File: config.mk
export PLATFORM = sky130hd
export DESIGN_NAME = half_duplex_tx_ack_retry_scheduler_unit
export DESIGN_NICKNAME = d
export VERILOG_FILES = /design/src/rtl/core/hdx_pkg.sv /design/src/rtl/core/hdx_fifo.sv /design/src/rtl/core/hdx_front.sv /design/src/rtl/core/hdx_back.sv /design/src/rtl/core/half_duplex_tx_ack_retry_scheduler_unit.sv
export SDC_FILE = /design/constraint.sdc
export NUM_CORES = 1
export LEC_CHECK = 0
export BUFFER_PORTS_ARGS = -buffer_cell sky130_fd_sc_hd__buf_2
export CAP_MARGIN = 20
export CORE_ASPECT_RATIO = 1.1
export CORE_UTILIZATION = 56
export CTS_CLUSTER_DIAMETER = 60
export DETAILED_ROUTE_END_ITERATION = 16
export PLACE_DENSITY = 0.76
export SETUP_SLACK_MARGIN = 0.3
export SLEW_MARGIN = 20
export SYNTH_ARGS = -nofsm -noshare
export SYNTH_HDL_FRONTEND = slang
export SYNTH_HIERARCHICAL = 1
export SYNTH_SLANG_ARGS = --single-unit
File: constraint.sdc
create_clock -name clk -period 5.2 [get_ports clk]
set_clock_uncertainty 0.05 [all_clocks]
set_input_delay 1.04 -clock clk [delete_from_list [all_inputs] [get_ports clk]]
set_output_delay 1.04 -clock clk [all_outputs]
set_load 0.01 [all_outputs]
File: src/rtl/core/hdx_pkg.sv
// Shared types, codes and constants of the half-duplex transmit scheduler.
`default_nettype none

package hdx_pkg;

    localparam int QUEUE_DEPTH_DEF = 16;
    localparam int TAG_W           = 8;
    localparam int TIME_W          = 16;
    localparam int RETRY_W         = 4;
    localparam int EV_W            = 3;
    localparam int CMD_W           = 2;
    localparam int ADDR_W          = 4;
    localparam int DATA_W          = 32;
    localparam int MAX_RES         = 3;
    localparam int BQ_DEPTH        = 2;

    // Input item kinds.
    localparam logic [CMD_W-1:0] CMD_TICK  = 2'd0;
    localparam logic [CMD_W-1:0] CMD_ENQ   = 2'd1;
    localparam logic [CMD_W-1:0] CMD_FRAME = 2'd2;

    // Result event codes.
    localparam logic [EV_W-1:0] EV_NONE      = 3'd0;
    localparam logic [EV_W-1:0] EV_TRANSMIT  = 3'd1;
    localparam logic [EV_W-1:0] EV_ACK_OK    = 3'd2;
    localparam logic [EV_W-1:0] EV_ACK_FAIL  = 3'd3;
    localparam logic [EV_W-1:0] EV_PUBLISHED = 3'd4;
    localparam logic [EV_W-1:0] EV_DROPPED   = 3'd5;

    // Configuration register indexes (word address bits).
    localparam logic [1:0] REG_GAP     = 2'd0;
    localparam logic [1:0] REG_TIMEOUT = 2'd1;
    localparam logic [1:0] REG_RETRY   = 2'd2;

    typedef struct packed {
        logic [TIME_W-1:0]  gap_ms;
        logic [TIME_W-1:0]  ack_timeout_ms;
        logic [RETRY_W-1:0] retry_limit;
    } cfg_t;

    typedef struct packed {
        logic [EV_W-1:0]  ev;
        logic [TAG_W-1:0] tag;
        logic             retry;
    } res_t;

    // All results of one input item; cnt holds 1 to MAX_RES.
    typedef struct packed {
        logic [1:0]              cnt;
        res_t [MAX_RES-1:0]      r;
    } bundle_t;

endpackage : hdx_pkg

`default_nettype wire

File: src/rtl/core/hdx_fifo.sv
// Tag FIFO with a registered head entry and a memory behind it.
`default_nettype none

module hdx_fifo #(
    parameter int DEPTH = hdx_pkg::QUEUE_DEPTH_DEF
) (
    input  wire logic                     clk,
    input  wire logic                     rst_n,
    input  wire logic                     push,
    input  wire logic                     pop,
    input  wire logic [hdx_pkg::TAG_W-1:0] din,
    output logic      [hdx_pkg::TAG_W-1:0] head,
    output logic                          empty,
    output logic                          full
);

    localparam int PW = (DEPTH > 1) ? $clog2(DEPTH) : 1;
    localparam int CW = $clog2(DEPTH + 1);

    logic [hdx_pkg::TAG_W-1:0] mem [DEPTH];
    logic [hdx_pkg::TAG_W-1:0] head_reg;
    logic [PW-1:0]             wr_ptr_reg;
    logic [PW-1:0]             rd_ptr_reg;
    logic [CW-1:0]             count_reg;
    logic                      do_push;
    logic                      do_pop;

    function automatic logic [PW-1:0] ptr_inc(input logic [PW-1:0] p);
        ptr_inc = (p == PW'(DEPTH - 1)) ? '0 : p + PW'(1);
    endfunction

    assign empty   = (count_reg == '0);
    assign full    = (count_reg == CW'(DEPTH));
    assign head    = head_reg;
    assign do_push = push && !full;
    assign do_pop  = pop && !empty;

    // The head register holds the oldest entry; the memory holds the rest.
    always_ff @(posedge clk or negedge rst_n)
    begin
        if (!rst_n)
        begin
            wr_ptr_reg <= '0;
            rd_ptr_reg <= '0;
            count_reg  <= '0;
        end
        else if (do_push)
        begin
            if (!empty)
            begin
                wr_ptr_reg <= ptr_inc(wr_ptr_reg);
            end
            count_reg <= count_reg + CW'(1);
        end
        else if (do_pop)
        begin
            if (count_reg > CW'(1))
            begin
                rd_ptr_reg <= ptr_inc(rd_ptr_reg);
            end
            count_reg <= count_reg - CW'(1);
        end
    end

    always_ff @(posedge clk)
    begin
        if (do_push)
        begin
            if (empty)
            begin
                head_reg <= din;
            end
            else
            begin
                mem[wr_ptr_reg] <= din;
            end
        end
        else if (do_pop && (count_reg > CW'(1)))
        begin
            head_reg <= mem[rd_ptr_reg];
        end
    end

endmodule : hdx_fifo

`default_nettype wire

File: src/rtl/core/hdx_front.sv
// Front end: classifies each item, keeps scheduler state and builds its result bundle.
`default_nettype none

module hdx_front #(
    parameter int QUEUE_DEPTH = hdx_pkg::QUEUE_DEPTH_DEF
) (
    input  wire logic                      clk,
    input  wire logic                      rst_n,
    input  wire logic                      accept,
    input  wire logic [hdx_pkg::CMD_W-1:0] command,
    input  wire logic [hdx_pkg::TAG_W-1:0] cmd_tag,
    input  wire logic                      needs_ack,
    input  wire logic                      frame_ok,
    input  wire logic                      ack_match,
    input  wire hdx_pkg::cfg_t             cfg,
    output hdx_pkg::bundle_t               bundle
);

    logic                       pending_valid_reg, pending_valid_next;
    logic [hdx_pkg::TAG_W-1:0]   pending_tag_reg, pending_tag_next;
    logic                       awaiting_reg, awaiting_next;
    logic [hdx_pkg::RETRY_W-1:0] send_count_reg, send_count_next;
    logic [hdx_pkg::TIME_W-1:0]  since_rx_reg, since_rx_next;
    logic [hdx_pkg::TIME_W-1:0]  since_tx_reg, since_tx_next;

    logic                       ack_push, ack_pop, ack_empty, ack_full;
    logic                       late_push, late_pop, late_empty, late_full;
    logic [hdx_pkg::TAG_W-1:0]   ack_head, late_head;

    logic [hdx_pkg::TIME_W-1:0]  rx_inc, tx_inc;
    logic                       wait_on, blocked, give_up;
    logic [1:0]                 n_res;

    hdx_fifo #(.DEPTH(QUEUE_DEPTH)) u_ack_fifo (
        .clk   (clk),
        .rst_n (rst_n),
        .push  (ack_push),
        .pop   (ack_pop),
        .din   (cmd_tag),
        .head  (ack_head),
        .empty (ack_empty),
        .full  (ack_full)
    );

    hdx_fifo #(.DEPTH(QUEUE_DEPTH)) u_late_fifo (
        .clk   (clk),
        .rst_n (rst_n),
        .push  (late_push),
        .pop   (late_pop),
        .din   (cmd_tag),
        .head  (late_head),
        .empty (late_empty),
        .full  (late_full)
    );

    assign rx_inc  = (since_rx_reg != '1) ? since_rx_reg + 1'b1 : since_rx_reg;
    assign tx_inc  = (since_tx_reg != '1) ? since_tx_reg + 1'b1 : since_tx_reg;
    assign wait_on = awaiting_reg && !(tx_inc > cfg.ack_timeout_ms);
    assign blocked = (rx_inc < cfg.gap_ms) || (tx_inc < cfg.gap_ms) || wait_on;
    assign give_up = (cfg.retry_limit <= send_count_reg);

    always_comb
    begin
        pending_valid_next = pending_valid_reg;
        pending_tag_next   = pending_tag_reg;
        awaiting_next      = awaiting_reg;
        send_count_next    = send_count_reg;
        since_rx_next      = since_rx_reg;
        since_tx_next      = since_tx_reg;
        ack_push           = 1'b0;
        ack_pop            = 1'b0;
        late_push          = 1'b0;
        late_pop           = 1'b0;
        bundle             = '0;
        n_res              = 2'd0;

        case (command)
            hdx_pkg::CMD_TICK:
            begin
                since_rx_next = rx_inc;
                since_tx_next = tx_inc;
                awaiting_next = wait_on;
                if (!blocked)
                begin
                    if (pending_valid_reg && !give_up)
                    begin
                        // Resend the command still waiting for its ack.
                        bundle.r[n_res] = '{ev: hdx_pkg::EV_TRANSMIT,
                                            tag: pending_tag_reg, retry: 1'b1};
                        n_res         = n_res + 2'd1;
                        awaiting_next = 1'b1;
                        if (send_count_reg != '1)
                        begin
                            send_count_next = send_count_reg + 1'b1;
                        end
                        since_tx_next = '0;
                    end
                    else
                    begin
                        if (pending_valid_reg)
                        begin
                            bundle.r[n_res] = '{ev: hdx_pkg::EV_ACK_FAIL,
                                                tag: pending_tag_reg, retry: 1'b0};
                            n_res              = n_res + 2'd1;
                            pending_valid_next = 1'b0;
                            pending_tag_next   = '0;
                            awaiting_next      = 1'b0;
                            send_count_next    = '0;
                        end
                        if (!ack_empty)
                        begin
                            ack_pop         = 1'b1;
                            bundle.r[n_res] = '{ev: hdx_pkg::EV_TRANSMIT,
                                                tag: ack_head, retry: 1'b0};
                            n_res              = n_res + 2'd1;
                            pending_valid_next = 1'b1;
                            pending_tag_next   = ack_head;
                            awaiting_next      = 1'b1;
                            send_count_next    = hdx_pkg::RETRY_W'(1);
                            since_tx_next      = '0;
                        end
                        else if (!late_empty)
                        begin
                            // A command with no ack is done as soon as it goes out.
                            late_pop        = 1'b1;
                            bundle.r[n_res] = '{ev: hdx_pkg::EV_TRANSMIT,
                                                tag: late_head, retry: 1'b0};
                            n_res           = n_res + 2'd1;
                            bundle.r[n_res] = '{ev: hdx_pkg::EV_ACK_OK,
                                                tag: late_head, retry: 1'b0};
                            n_res           = n_res + 2'd1;
                            since_tx_next   = '0;
                        end
                    end
                end
            end
            hdx_pkg::CMD_ENQ:
            begin
                if ((needs_ack && ack_full) || (!needs_ack && late_full))
                begin
                    bundle.r[n_res] = '{ev: hdx_pkg::EV_DROPPED, tag: cmd_tag, retry: 1'b0};
                    n_res           = n_res + 2'd1;
                end
                else
                begin
                    ack_push  = needs_ack;
                    late_push = !needs_ack;
                end
            end
            hdx_pkg::CMD_FRAME:
            begin
                if (frame_ok)
                begin
                    since_rx_next = '0;
                    if (awaiting_reg && pending_valid_reg && ack_match)
                    begin
                        bundle.r[n_res] = '{ev: hdx_pkg::EV_ACK_OK,
                                            tag: pending_tag_reg, retry: 1'b0};
                        n_res              = n_res + 2'd1;
                        pending_valid_next = 1'b0;
                        pending_tag_next   = '0;
                        awaiting_next      = 1'b0;
                        send_count_next    = '0;
                    end
                    else
                    begin
                        bundle.r[n_res] = '{ev: hdx_pkg::EV_PUBLISHED, tag: '0, retry: 1'b0};
                        n_res           = n_res + 2'd1;
                    end
                end
            end
            default:
            begin
                n_res = 2'd0;
            end
        endcase

        // An item with no event still yields one quiet result.
        bundle.cnt = (n_res == 2'd0) ? 2'd1 : n_res;

        if (!accept)
        begin
            ack_push  = 1'b0;
            ack_pop   = 1'b0;
            late_push = 1'b0;
            late_pop  = 1'b0;
        end
    end

    always_ff @(posedge clk or negedge rst_n)
    begin
        if (!rst_n)
        begin
            pending_valid_reg <= 1'b0;
            pending_tag_reg   <= '0;
            awaiting_reg      <= 1'b0;
            send_count_reg    <= '0;
            since_rx_reg      <= '0;
            since_tx_reg      <= '0;
        end
        else if (accept)
        begin
            pending_valid_reg <= pending_valid_next;
            pending_tag_reg   <= pending_tag_next;
            awaiting_reg      <= awaiting_next;
            send_count_reg    <= send_count_next;
            since_rx_reg      <= since_rx_next;
            since_tx_reg      <= since_tx_next;
        end
    end

endmodule : hdx_front

`default_nettype wire

File: src/rtl/core/hdx_back.sv
// Back end: bundle queue and the sequencer that hands out one result beat at a time.
`default_nettype none

module hdx_back (
    input  wire logic                     clk,
    input  wire logic                     rst_n,
    input  wire logic                     bundle_push,
    input  wire hdx_pkg::bundle_t         bundle,
    output logic                          full,
    output logic                          empty,
    input  wire logic                     pop,
    output logic      [hdx_pkg::EV_W-1:0]  event_res,
    output logic      [hdx_pkg::TAG_W-1:0] event_tag,
    output logic                          is_retry,
    output logic                          last
);

    localparam int PW = (hdx_pkg::BQ_DEPTH > 1) ? $clog2(hdx_pkg::BQ_DEPTH) : 1;
    localparam int CW = $clog2(hdx_pkg::BQ_DEPTH + 1);

    hdx_pkg::bundle_t q_mem [hdx_pkg::BQ_DEPTH];
    logic [PW-1:0]    wr_ptr_reg;
    logic [PW-1:0]    rd_ptr_reg;
    logic [CW-1:0]    count_reg;
    logic [1:0]       idx_reg;
    hdx_pkg::bundle_t cur;
    hdx_pkg::res_t    cur_res;
    logic             beat_done;
    logic             bundle_done;

    function automatic logic [PW-1:0] ptr_inc(input logic [PW-1:0] p);
        ptr_inc = (p == PW'(hdx_pkg::BQ_DEPTH - 1)) ? '0 : p + PW'(1);
    endfunction

    assign empty       = (count_reg == '0);
    assign full        = (count_reg == CW'(hdx_pkg::BQ_DEPTH));
    assign cur         = q_mem[rd_ptr_reg];
    assign cur_res     = cur.r[idx_reg];
    assign last        = (idx_reg == (cur.cnt - 2'd1));
    assign event_res   = cur_res.ev;
    assign event_tag   = cur_res.tag;
    assign is_retry    = cur_res.retry;
    assign beat_done   = pop && !empty;
    assign bundle_done = beat_done && last;

    always_ff @(posedge clk or negedge rst_n)
    begin
        if (!rst_n)
        begin
            wr_ptr_reg <= '0;
            rd_ptr_reg <= '0;
            count_reg  <= '0;
            idx_reg    <= '0;
        end
        else
        begin
            if (bundle_push)
            begin
                wr_ptr_reg <= ptr_inc(wr_ptr_reg);
            end
            if (bundle_done)
            begin
                rd_ptr_reg <= ptr_inc(rd_ptr_reg);
                idx_reg    <= '0;
            end
            else if (beat_done)
            begin
                idx_reg <= idx_reg + 2'd1;
            end
            if (bundle_push && !bundle_done)
            begin
                count_reg <= count_reg + CW'(1);
            end
            else if (!bundle_push && bundle_done)
            begin
                count_reg <= count_reg - CW'(1);
            end
        end
    end

    always_ff @(posedge clk)
    begin
        if (bundle_push)
        begin
            q_mem[wr_ptr_reg] <= bundle;
        end
    end

endmodule : hdx_back

`default_nettype wire

File: src/rtl/core/half_duplex_tx_ack_retry_scheduler_unit.sv
// Top level of the half-duplex transmit scheduler with ack wait and retries.
`default_nettype none

// Channel  | Direction | Handshake                      | Payload
// ---------+-----------+--------------------------------+------------------------------------
// input    | in        | push / full                    | command, cmd_tag, needs_ack,
//          |           |                                | frame_ok, ack_match
// result   | out       | empty / pop                    | event_res, event_tag, is_retry, last
// config   | in/out    | psel, penable, pwrite / pready | paddr, pwdata, prdata
//
// The front end takes one input beat per cycle while the two-entry bundle queue has room,
// so full is just the queue being full. Each item turns into one to three result beats.
// The back end hands out one result beat per cycle while pop is high, so sustained item
// throughput is set by the result count of each item and by the pop rate.
// An accepted item's first result is visible once the bundles ahead of it are handed out.
// Reset clears the FIFO counts, the scheduler state, both timers and the config registers.
// A stall on the result side fills the bundle queue and then raises full; nothing is lost.

module half_duplex_tx_ack_retry_scheduler_unit #(
    parameter int QUEUE_DEPTH = hdx_pkg::QUEUE_DEPTH_DEF
) (
    input  wire logic                       clk,
    input  wire logic                       rst_n,

    // Configuration port.
    input  wire logic                       psel,
    input  wire logic                       penable,
    input  wire logic                       pwrite,
    input  wire logic [hdx_pkg::ADDR_W-1:0] paddr,
    input  wire logic [hdx_pkg::DATA_W-1:0] pwdata,
    output logic      [hdx_pkg::DATA_W-1:0] prdata,
    output logic                            pready,

    // Input items.
    input  wire logic                       push,
    output logic                            full,
    input  wire logic [hdx_pkg::CMD_W-1:0]  command,
    input  wire logic [hdx_pkg::TAG_W-1:0]  cmd_tag,
    input  wire logic                       needs_ack,
    input  wire logic                       frame_ok,
    input  wire logic                       ack_match,

    // Results.
    output logic                            empty,
    input  wire logic                       pop,
    output logic      [hdx_pkg::EV_W-1:0]   event_res,
    output logic      [hdx_pkg::TAG_W-1:0]  event_tag,
    output logic                            is_retry,
    output logic                            last
);

    hdx_pkg::cfg_t    cfg_reg;
    hdx_pkg::bundle_t bundle;
    logic             accept;
    logic             cfg_write;
    logic [1:0]       reg_idx;

    // Registers sit on word addresses; the word index picks the register.
    assign reg_idx   = paddr[3:2];
    assign pready    = 1'b1;
    assign cfg_write = psel && penable && pwrite && pready;

    always_ff @(posedge clk or negedge rst_n)
    begin
        if (!rst_n)
        begin
            cfg_reg <= '0;
        end
        else if (cfg_write)
        begin
            case (reg_idx)
                hdx_pkg::REG_GAP:     cfg_reg.gap_ms         <= pwdata[hdx_pkg::TIME_W-1:0];
                hdx_pkg::REG_TIMEOUT: cfg_reg.ack_timeout_ms <= pwdata[hdx_pkg::TIME_W-1:0];
                hdx_pkg::REG_RETRY:   cfg_reg.retry_limit    <= pwdata[hdx_pkg::RETRY_W-1:0];
                default:              cfg_reg                <= cfg_reg;
            endcase
        end
    end

    always_comb
    begin
        case (reg_idx)
            hdx_pkg::REG_GAP:     prdata = hdx_pkg::DATA_W'(cfg_reg.gap_ms);
            hdx_pkg::REG_TIMEOUT: prdata = hdx_pkg::DATA_W'(cfg_reg.ack_timeout_ms);
            hdx_pkg::REG_RETRY:   prdata = hdx_pkg::DATA_W'(cfg_reg.retry_limit);
            default:              prdata = '0;
        endcase
    end

    // An input beat is taken whenever the bundle queue can hold its results.
    assign accept = push && !full;

    hdx_front #(.QUEUE_DEPTH(QUEUE_DEPTH)) u_front (
        .clk       (clk),
        .rst_n     (rst_n),
        .accept    (accept),
        .command   (command),
        .cmd_tag   (cmd_tag),
        .needs_ack (needs_ack),
        .frame_ok  (frame_ok),
        .ack_match (ack_match),
        .cfg       (cfg_reg),
        .bundle    (bundle)
    );

    hdx_back u_back (
        .clk         (clk),
        .rst_n       (rst_n),
        .bundle_push (accept),
        .bundle      (bundle),
        .full        (full),
        .empty       (empty),
        .pop         (pop),
        .event_res   (event_res),
        .event_tag   (event_tag),
        .is_retry    (is_retry),
        .last        (last)
    );

endmodule : half_duplex_tx_ack_retry_scheduler_unit

`default_nettype wire

Word level (Yosys, flattened, before mapping)
Memory sizes are Yosys's and may differ from the RTL's.
Cells that the tools add are included.
{"block": "totals", "reg_bits": 130, "mem_bits_rw": 332, "inputBits": 56, "output_inout_bits": 48, "word_cells": 257, "mem_count": 3}
{"block": "op_classes", "n_addsub": 19, "order_cmp": 11, "eq_ne": 24, "mux": 112, "bitwise": 4, "n_reduce_logical": 63}
{"name": "u_front.u_ack_fifo.mem", "words": 16, "word_bits": 8, "rd": 1, "rd_ports_with_merged_regs": 0, "write_ports": 1, "line_no": "hdx_fifo.sv:20", "rtl": "logic [hdx_pkg::TAG_W-1:0] mem [DEPTH];"}
{"name": "u_front.u_late_fifo.mem", "words": 16, "word_bits": 8, "rd": 1, "rd_ports_with_merged_regs": 0, "write_ports": 1, "line_no": "hdx_fifo.sv:20"}
{"name": "u_back.q_mem", "words": 2, "word_bits": 38, "rd": 1, "rd_ports_with_merged_regs": 0, "write_ports": 1, "line_no": "hdx_back.sv:21", "rtl": "hdx_pkg::bundle_t q_mem [hdx_pkg::BQ_DEPTH];"}
{"operator": "12-bit 2-to-1 mux", "count": 10}
{"operator": "16-bit 2-to-1 mux", "count": 7}
{"operator": "36-bit bitwise mux", "count": 3}
{"operator": "36-bit 2-to-1 mux", "count": 3}
{"operator": "8-bit 2-to-1 mux", "count": 12}
{"operator": "12-bit demux with 2-bit select", "count": 2}
{"operator": "24-bit 2-to-1 mux", "count": 2}
{"operator": "16-bit one-hot mux with 3 select lines", "count": 1}
{"operator": "4-bit 2-to-1 mux", "count": 11}
{"operator": "1-bit 2-to-1 mux", "count": 36}
{"operator": "12-bit one-hot mux with 3 select lines", "count": 1}
{"operator": "16-bit by 1-bit adder with 16-bit output (second input constant)", "count": 2}
{"operator": "16-bit less-than comparator", "count": 2}
{"operator": "16-bit != test (second input constant)", "count": 2}
{"operator": "16-bit one-hot mux with 2 select lines", "count": 1}
{"operator": "12-bit binary-select mux with 2-bit select", "count": 1}
{"operator": "2-bit 2-to-1 mux", "count": 12}
{"operator": "1-bit logical AND", "count": 21}
{"operator": "4-bit by 1-bit adder with 4-bit output (second input constant)", "count": 5}
{"operator": "5-bit 2-to-1 mux", "count": 4}
{"operator": "4-bit == test (second input constant)", "count": 4}
{"operator": "16-bit > comparator", "count": 1}
{"operator": "8-bit one-hot mux with 2 select lines", "count": 1}
{"operator": "2-bit AND reduction", "count": 8}
{"operator": "33 further kinds", "count": 81}

Logic depth before layout (Yosys ltp)
{"block": "logic_depth", "word_depth": 19, "mapped_depth": 23, "mapped_depth_nobuf": 21}

By module
Netlist, hierarchy kept.
{"mod": "hdx_fifo at u_front.u_late_fifo", "instances": 1, "cells_per_inst": 379, "area_per_inst_um2": 6246.0}
{"mod": "hdx_fifo at u_front.u_ack_fifo", "instances": 1, "cells_per_inst": 374, "area_per_inst_um2": 6168.4}
{"mod": "hdx_front", "instances": 1, "cells_per_inst": 591, "area_per_inst_um2": 4677.0}
{"mod": "hdx_back", "instances": 1, "cells_per_inst": 185, "area_per_inst_um2": 3344.5}
{"mod": "half_duplex_tx_ack_retry_scheduler_unit", "instances": 1, "cells_per_inst": 140, "area_per_inst_um2": 1828.0}

Worst setup path before layout
OpenSTA, ideal clock, no wires.
{"block": "synth_path", "path_type": "register -> register", "from": "register u_front/since_tx_reg[0] (netlist bit)", "to": "register u_front.u_ack_fifo.head_reg, in the netlist u_front/u_ack_fifo/head[0] (enable)", "arrival_ps": 4593, "required_time_ps": 4821, "path_slack_ps": 228, "path_stages_with_launch": 22, "synth_period_minus_slack_ps": 4972, "path_cell_list": "dfrtp_1 ha_1 and3_1 and4_4 buf_6 nor2_1 and3_1 and2_1 nand4_1 xor2_1 inv_1 ha_1 nand3_1 nor4_1 o211ai_1 a21oi_4 nand3_2 nor3_1 inv_1 a211oi_4 nand2_2 nand2_1"}
{"block": "synth_between", "elab_chain_len": 13, "elab_cells_between_ends": 16, "cone_classes": "1 x add/sub; 2 x order compare; 1 x eq/ne; 4 x mux; 8 x reduce/logical"}
{"element": "start, declared", "line_no": "hdx_front.sv:24", "rtl": "logic [hdx_pkg::TIME_W-1:0] since_tx_reg, since_tx_next;"}
{"element": "start signal, assigned", "line_no": "hdx_front.sv:208", "rtl": "since_tx_reg <= since_tx_next;"}
{"element": "16-bit by 1-bit adder with 16-bit output / 16-bit != test (equally long branches)", "line_no": "hdx_front.sv:57", "rtl": "assign tx_inc = (since_tx_reg != '1) ? since_tx_reg + 1'b1 : since_tx_reg;"}
{"element": "16-bit 2-to-1 mux *", "line_no": "hdx_front.sv:57"}
{"element": "16-bit > comparator", "line_no": "hdx_front.sv:58", "rtl": "assign wait_on = awaiting_reg && !(tx_inc > cfg.ack_timeout_ms);"}
{"element": "1-bit zero test", "line_no": "hdx_front.sv:58"}
{"element": "1-bit logical AND", "line_no": "hdx_front.sv:58"}
{"element": "1-bit logical OR *", "line_no": "hdx_front.sv:59", "rtl": "assign blocked = (rx_inc < cfg.gap_ms) || (tx_inc < cfg.gap_ms) || wait_on;"}
{"element": "1-bit 2-to-1 mux *", "line_no": "hdx_front.sv:83", "rtl": "if (!blocked)"}
{"element": "1-bit 2-to-1 mux *", "line_no": "hdx_front.sv:77", "rtl": "case (command)"}
{"element": "1-bit 2-to-1 mux *", "line_no": "hdx_front.sv:181", "rtl": "if (!accept)"}
{"element": "named net u_front.ack_pop", "line_no": "hdx_front.sv:26", "rtl": "logic ack_push, ack_pop, ack_empty, ack_full;"}
{"element": "1-bit logical AND *", "line_no": "hdx_fifo.sv:36", "rtl": "assign do_pop = pop && !empty;"}
{"element": "1-bit logical AND *", "line_no": "hdx_fifo.sv:78", "rtl": "else if (do_pop && (count_reg > CW'(1)))"}
{"element": "2-bit nonzero test (no line) *"}
{"element": "2-bit AND reduction (no line) *"}
{"element": "end signal, assigned", "line_no": "hdx_fifo.sv:71", "rtl": "head_reg <= din;"}
{"element": "end signal, assigned", "line_no": "hdx_fifo.sv:80", "rtl": "head_reg <= mem[rd_ptr_reg];"}
{"element": "end, declared", "line_no": "hdx_fifo.sv:21", "rtl": "logic [hdx_pkg::TAG_W-1:0] head_reg;"}
The timed path passes the listed nets; every way through them passes the cells marked *.
A chain may end at the register's enable or synchronous reset.

==> out/summary.txt <==
Outcome - finished, final reports clean
Slowest stage cell, crit path - a211oi_2
Most used DFF post-synth - edfxtp_1
Max-Cap Viols - 0
Worst path top cell family by delay - compound AO/OA/AOI/OAI gates
# rows - 76
Mux share of post-synthesis cell area - 11.3%
Detailed Place HPWL - 31.0 mm
Die Height - 211 um
CTS buffer count - 48
ANT nets after route - 0
DR DRC count - 0
Largest regs - u_front/u_ack_fifo/mem x128, u_front/u_late_fifo/mem x128, u_back/q_mem x76
Non-Filler Instances - 2289
Synth Area in Compound Gates - 9.59%
H-tree depth - 2
Cell count after synthesis - 1669
Worst-path cell chain - ha_1 -> and3_1 -> and4_4 -> nor2_1 -> and3_1 -> and2_4 -> nand4_1 -> xor2_1 -> inv_1 -> ha_1 -> a211o_1 -> a311oi_1 -> a21oi_2 -> a211oi_2 -> a21oi_4 -> buf_4 -> nand3_2 -> o21bai_1 -> a221o_1
Average wire per standard cell - 20.7 um
Hold WC Path Type - in2async
Vias - 14000
Final-stage net count - 1874
Worst R2R End - u_back/q_mem[1][4]
Clock tree buffer depth - 3
Tcrit/Tclk final - 93.7%
Rel. slew slack - 30.9%
Full die area - 0.0406 sq mm
Vias in the first global route - 13800
Final TNS setup - 0 ns
Port Buffer Count - 68
Starting Density - 56.8%
Crit path launch type - flip-flop
Leakage - 9.13 nW
DP Area - 0.0229 sq mm
Area Overhead vs Synth - 10.4%
Number of hold violations in the final report - 0
Design area - 0.0246 sq mm
CP max FO - 9
Synth warnings - 6
Leading area contributor after synthesis - edfxtp_1
Final setup fails - 0
Ant. Diodes - 0
Fin. max-slew vios - 0
Simple-gate share of the synthesized area - 9.41%
Distinct cell type count after synthesis - 97
Highest clock rate - 205 MHz
# IOs - 104
Tmin final - 4.87 ns
Length of the first detailed-routing pass in iterations - 5
Xor-xnor portion of the synthesized cell area - 1.53%
DP Cell Count - 2196
Initial DRC count - 1090
Worst slew pin tran - 1.04 ns
Pwr/cell area - 415 mW/mm^2
Register area share after synthesis - 59.8%
Avg Inst Size Synth - 13.3 sq um
Largest net degree at the start of global routing - 76
#FFs+latches synth - 462
Hold_buf cts - 0
Worst r2r src - u_front/since_tx_reg[1]
CP bufs+invs - 2
RSZ-0062 raised after global routing - true
Main combinational cell family by area after synthesis - multiplexers
Kind of end point of the critical path - flip-flop
Yosys top cell area share - 46.9%
Clk slew on worst S/H paths - 0.06 ns
R2R depth - 19
Worst path max stage delay - 0.42 ns
Gpl congestion - 0.913
Total track usage - 23.6%
Initial antenna violation count - 1
First-pass GRT wire length - 73.8 mm
Async set-reset flop share out of synthesis - 24.7%
Mapped cell area - 0.0223 sq mm
GRT overflow - 0
Vias/cell - 6.14
# clock sinks - 462
CTS tree - built
Worst R2R Setup Slack - 0.33 ns
Pre-CTS WS - 0.138 ns
Share of layout cells above drive strength 1 - 17.6%
Adder-cell share of the synthesized area - 4.10%
Die width - 192 um
Setup ws final - 0.327 ns
WP data required - 5.45 ns
CP Depth - 19
Crit Path Category - reg2reg
Utilization after layout - 62.7%
Clk_lat worst skew - 0.58 ns
Critical path arrival - 5.12 ns
Post-synth EDFFs - 348
Core ar. - 0.0392 sq mm
Main area contributors after synthesis - edfxtp_1, dfrtp_1, mux2i_1, ha_1, mux4_2
Root Driver - clkbuf_16
Routed Wire Length - 47.4 mm
VDD IR max - 0.434 mV
==> worst reg2reg max path, cell delays in order (launching register included) <==
cell,delay (ns)
dfrtp_1,0.41
ha_1,0.22
and3_1,0.22
and4_4,0.19
nor2_1,0.13
and3_1,0.23
and2_4,0.18
nand4_1,0.12
xor2_1,0.24
inv_1,0.09
ha_1,0.31
a211o_1,0.28
a311oi_1,0.34
a21oi_2,0.12
a211oi_2,0.42
a21oi_4,0.14
buf_4,0.16
nand3_2,0.18
o21bai_1,0.16
a221o_1,0.42
==> worst max path at each step <==
stage	start	slack [ns]	endpoint
floorplan	u_front/since_tx_reg[0]	0.32	u_front/u_late_fifo/head[0]
global placement	u_front/since_tx_reg[1]	0.30	u_front/u_ack_fifo/head[5]
detailed placement	u_front/since_tx_reg[1]	0.14	u_front/u_ack_fifo/head[5]
CTS	u_front/since_tx_reg[1]	0.32	u_front/u_ack_fifo/rd_ptr_reg[0]
global route	u_front/since_tx_reg[1]	0.24	u_back/q_mem[0][3]
finish	u_front/since_tx_reg[1]	0.33	u_back/q_mem[1][4]
==> placed cells by master, fill, tap and decap left out, drive strengths merged, types with 19 or more instances in the layout <==
cell,instances
nand3,30
conb,22
clkinv,23
clkbuf,58
inv,76
mux4,28
mux2i,132
dfrtp,114
buf,108
o22ai,47
xnor2,27
o21ai,66
and2,19
nor2,99
ha,73
mux2,45
nand4,25
a21oi,65
edfxtp,348
nor3,42
nand2,102
==> synthesized netlist by cell type (14+ instances only) <==
cell type and number:
o21ai_0 56, mux4_2 28, nand2_1 100, clkbuf_1 28
a22o_1 16, nor2_1 99, o22ai_1 47, xnor2_1 26
buf_2 19, ha_1 73, edfxtp_1 348, mux2_2 32
and2_1 19, nand3_1 26, a21oi_1 63, buf_6 14
a221oi_1 16, inv_1 75, nor3_1 41, dfrtp_1 114
mux2i_1 131, nand4_1 23, buf_4 29
==> stage by stage <==
| step | power (mW) | hold slack (ns) |
|---|---|---|
| 6_report | 10.2 | 0.362 |
| 5_1_grt | 10.7 | 0.391 |
| 4_1_cts | 10.2 | 0.467 |
| 3_5_place_dp | 6.92 | 0.456 |
| 3_3_place_gp | 6.83 | 0.440 |
| 2_1_floorplan | 6.31 | 0.405 |
==> routing by layer <==
layer	track usage [%]	wire (um)	vias up
met4	9.64	1630	2
li1	-	-	6467
met3	3.85	2670	117
met1	30.8	19800	7003
met2	39.3	23300	456
met5	0	9	-
==> power breakdown <==
part           internal [mW]  leakage (nW)  total, mW  switching [mW]
logic                  0.921          3.75       2.22            1.30
registers               4.34          4.63       4.69           0.355
clock network           1.89         0.742       3.28            1.39
==> what timing repair did <==
action / 4_1_cts / 5_1_grt
gates resized for setup: 7 / 7
setup endpoints to repair: 41 / 69
buffers inserted: 1 / 3
pin swaps: 1 / 3
hold endpoints to repair: 0 / 0
==> cell type report <==
type / instances / area [sq um]
tap: 507 / 634
inverter: 76 / 285
clock inverter: 29 / 231
multi-input combinational: 1049 / 8180
timing repair buffer: 108 / 668
sequential: 462 / 13300
clock buffer: 58 / 1270
fill: 2863 / 14600
==> kinds of logic (layout without fill, tap and decap cells) <==
logic type / count (synthesis) / in the layout
and+or+nand+nor: 400 / 400
xor gates and xnor gates: 38 / 38
DFF: 462 / 462
muxes: 205 / 205
other: 3 / 22
adders and majority gates: 73 / 73
AOI/OAI and AO/OA: 311 / 311
buffers and inverters: 177 / 271
Power figures use the tool's default switching activity.
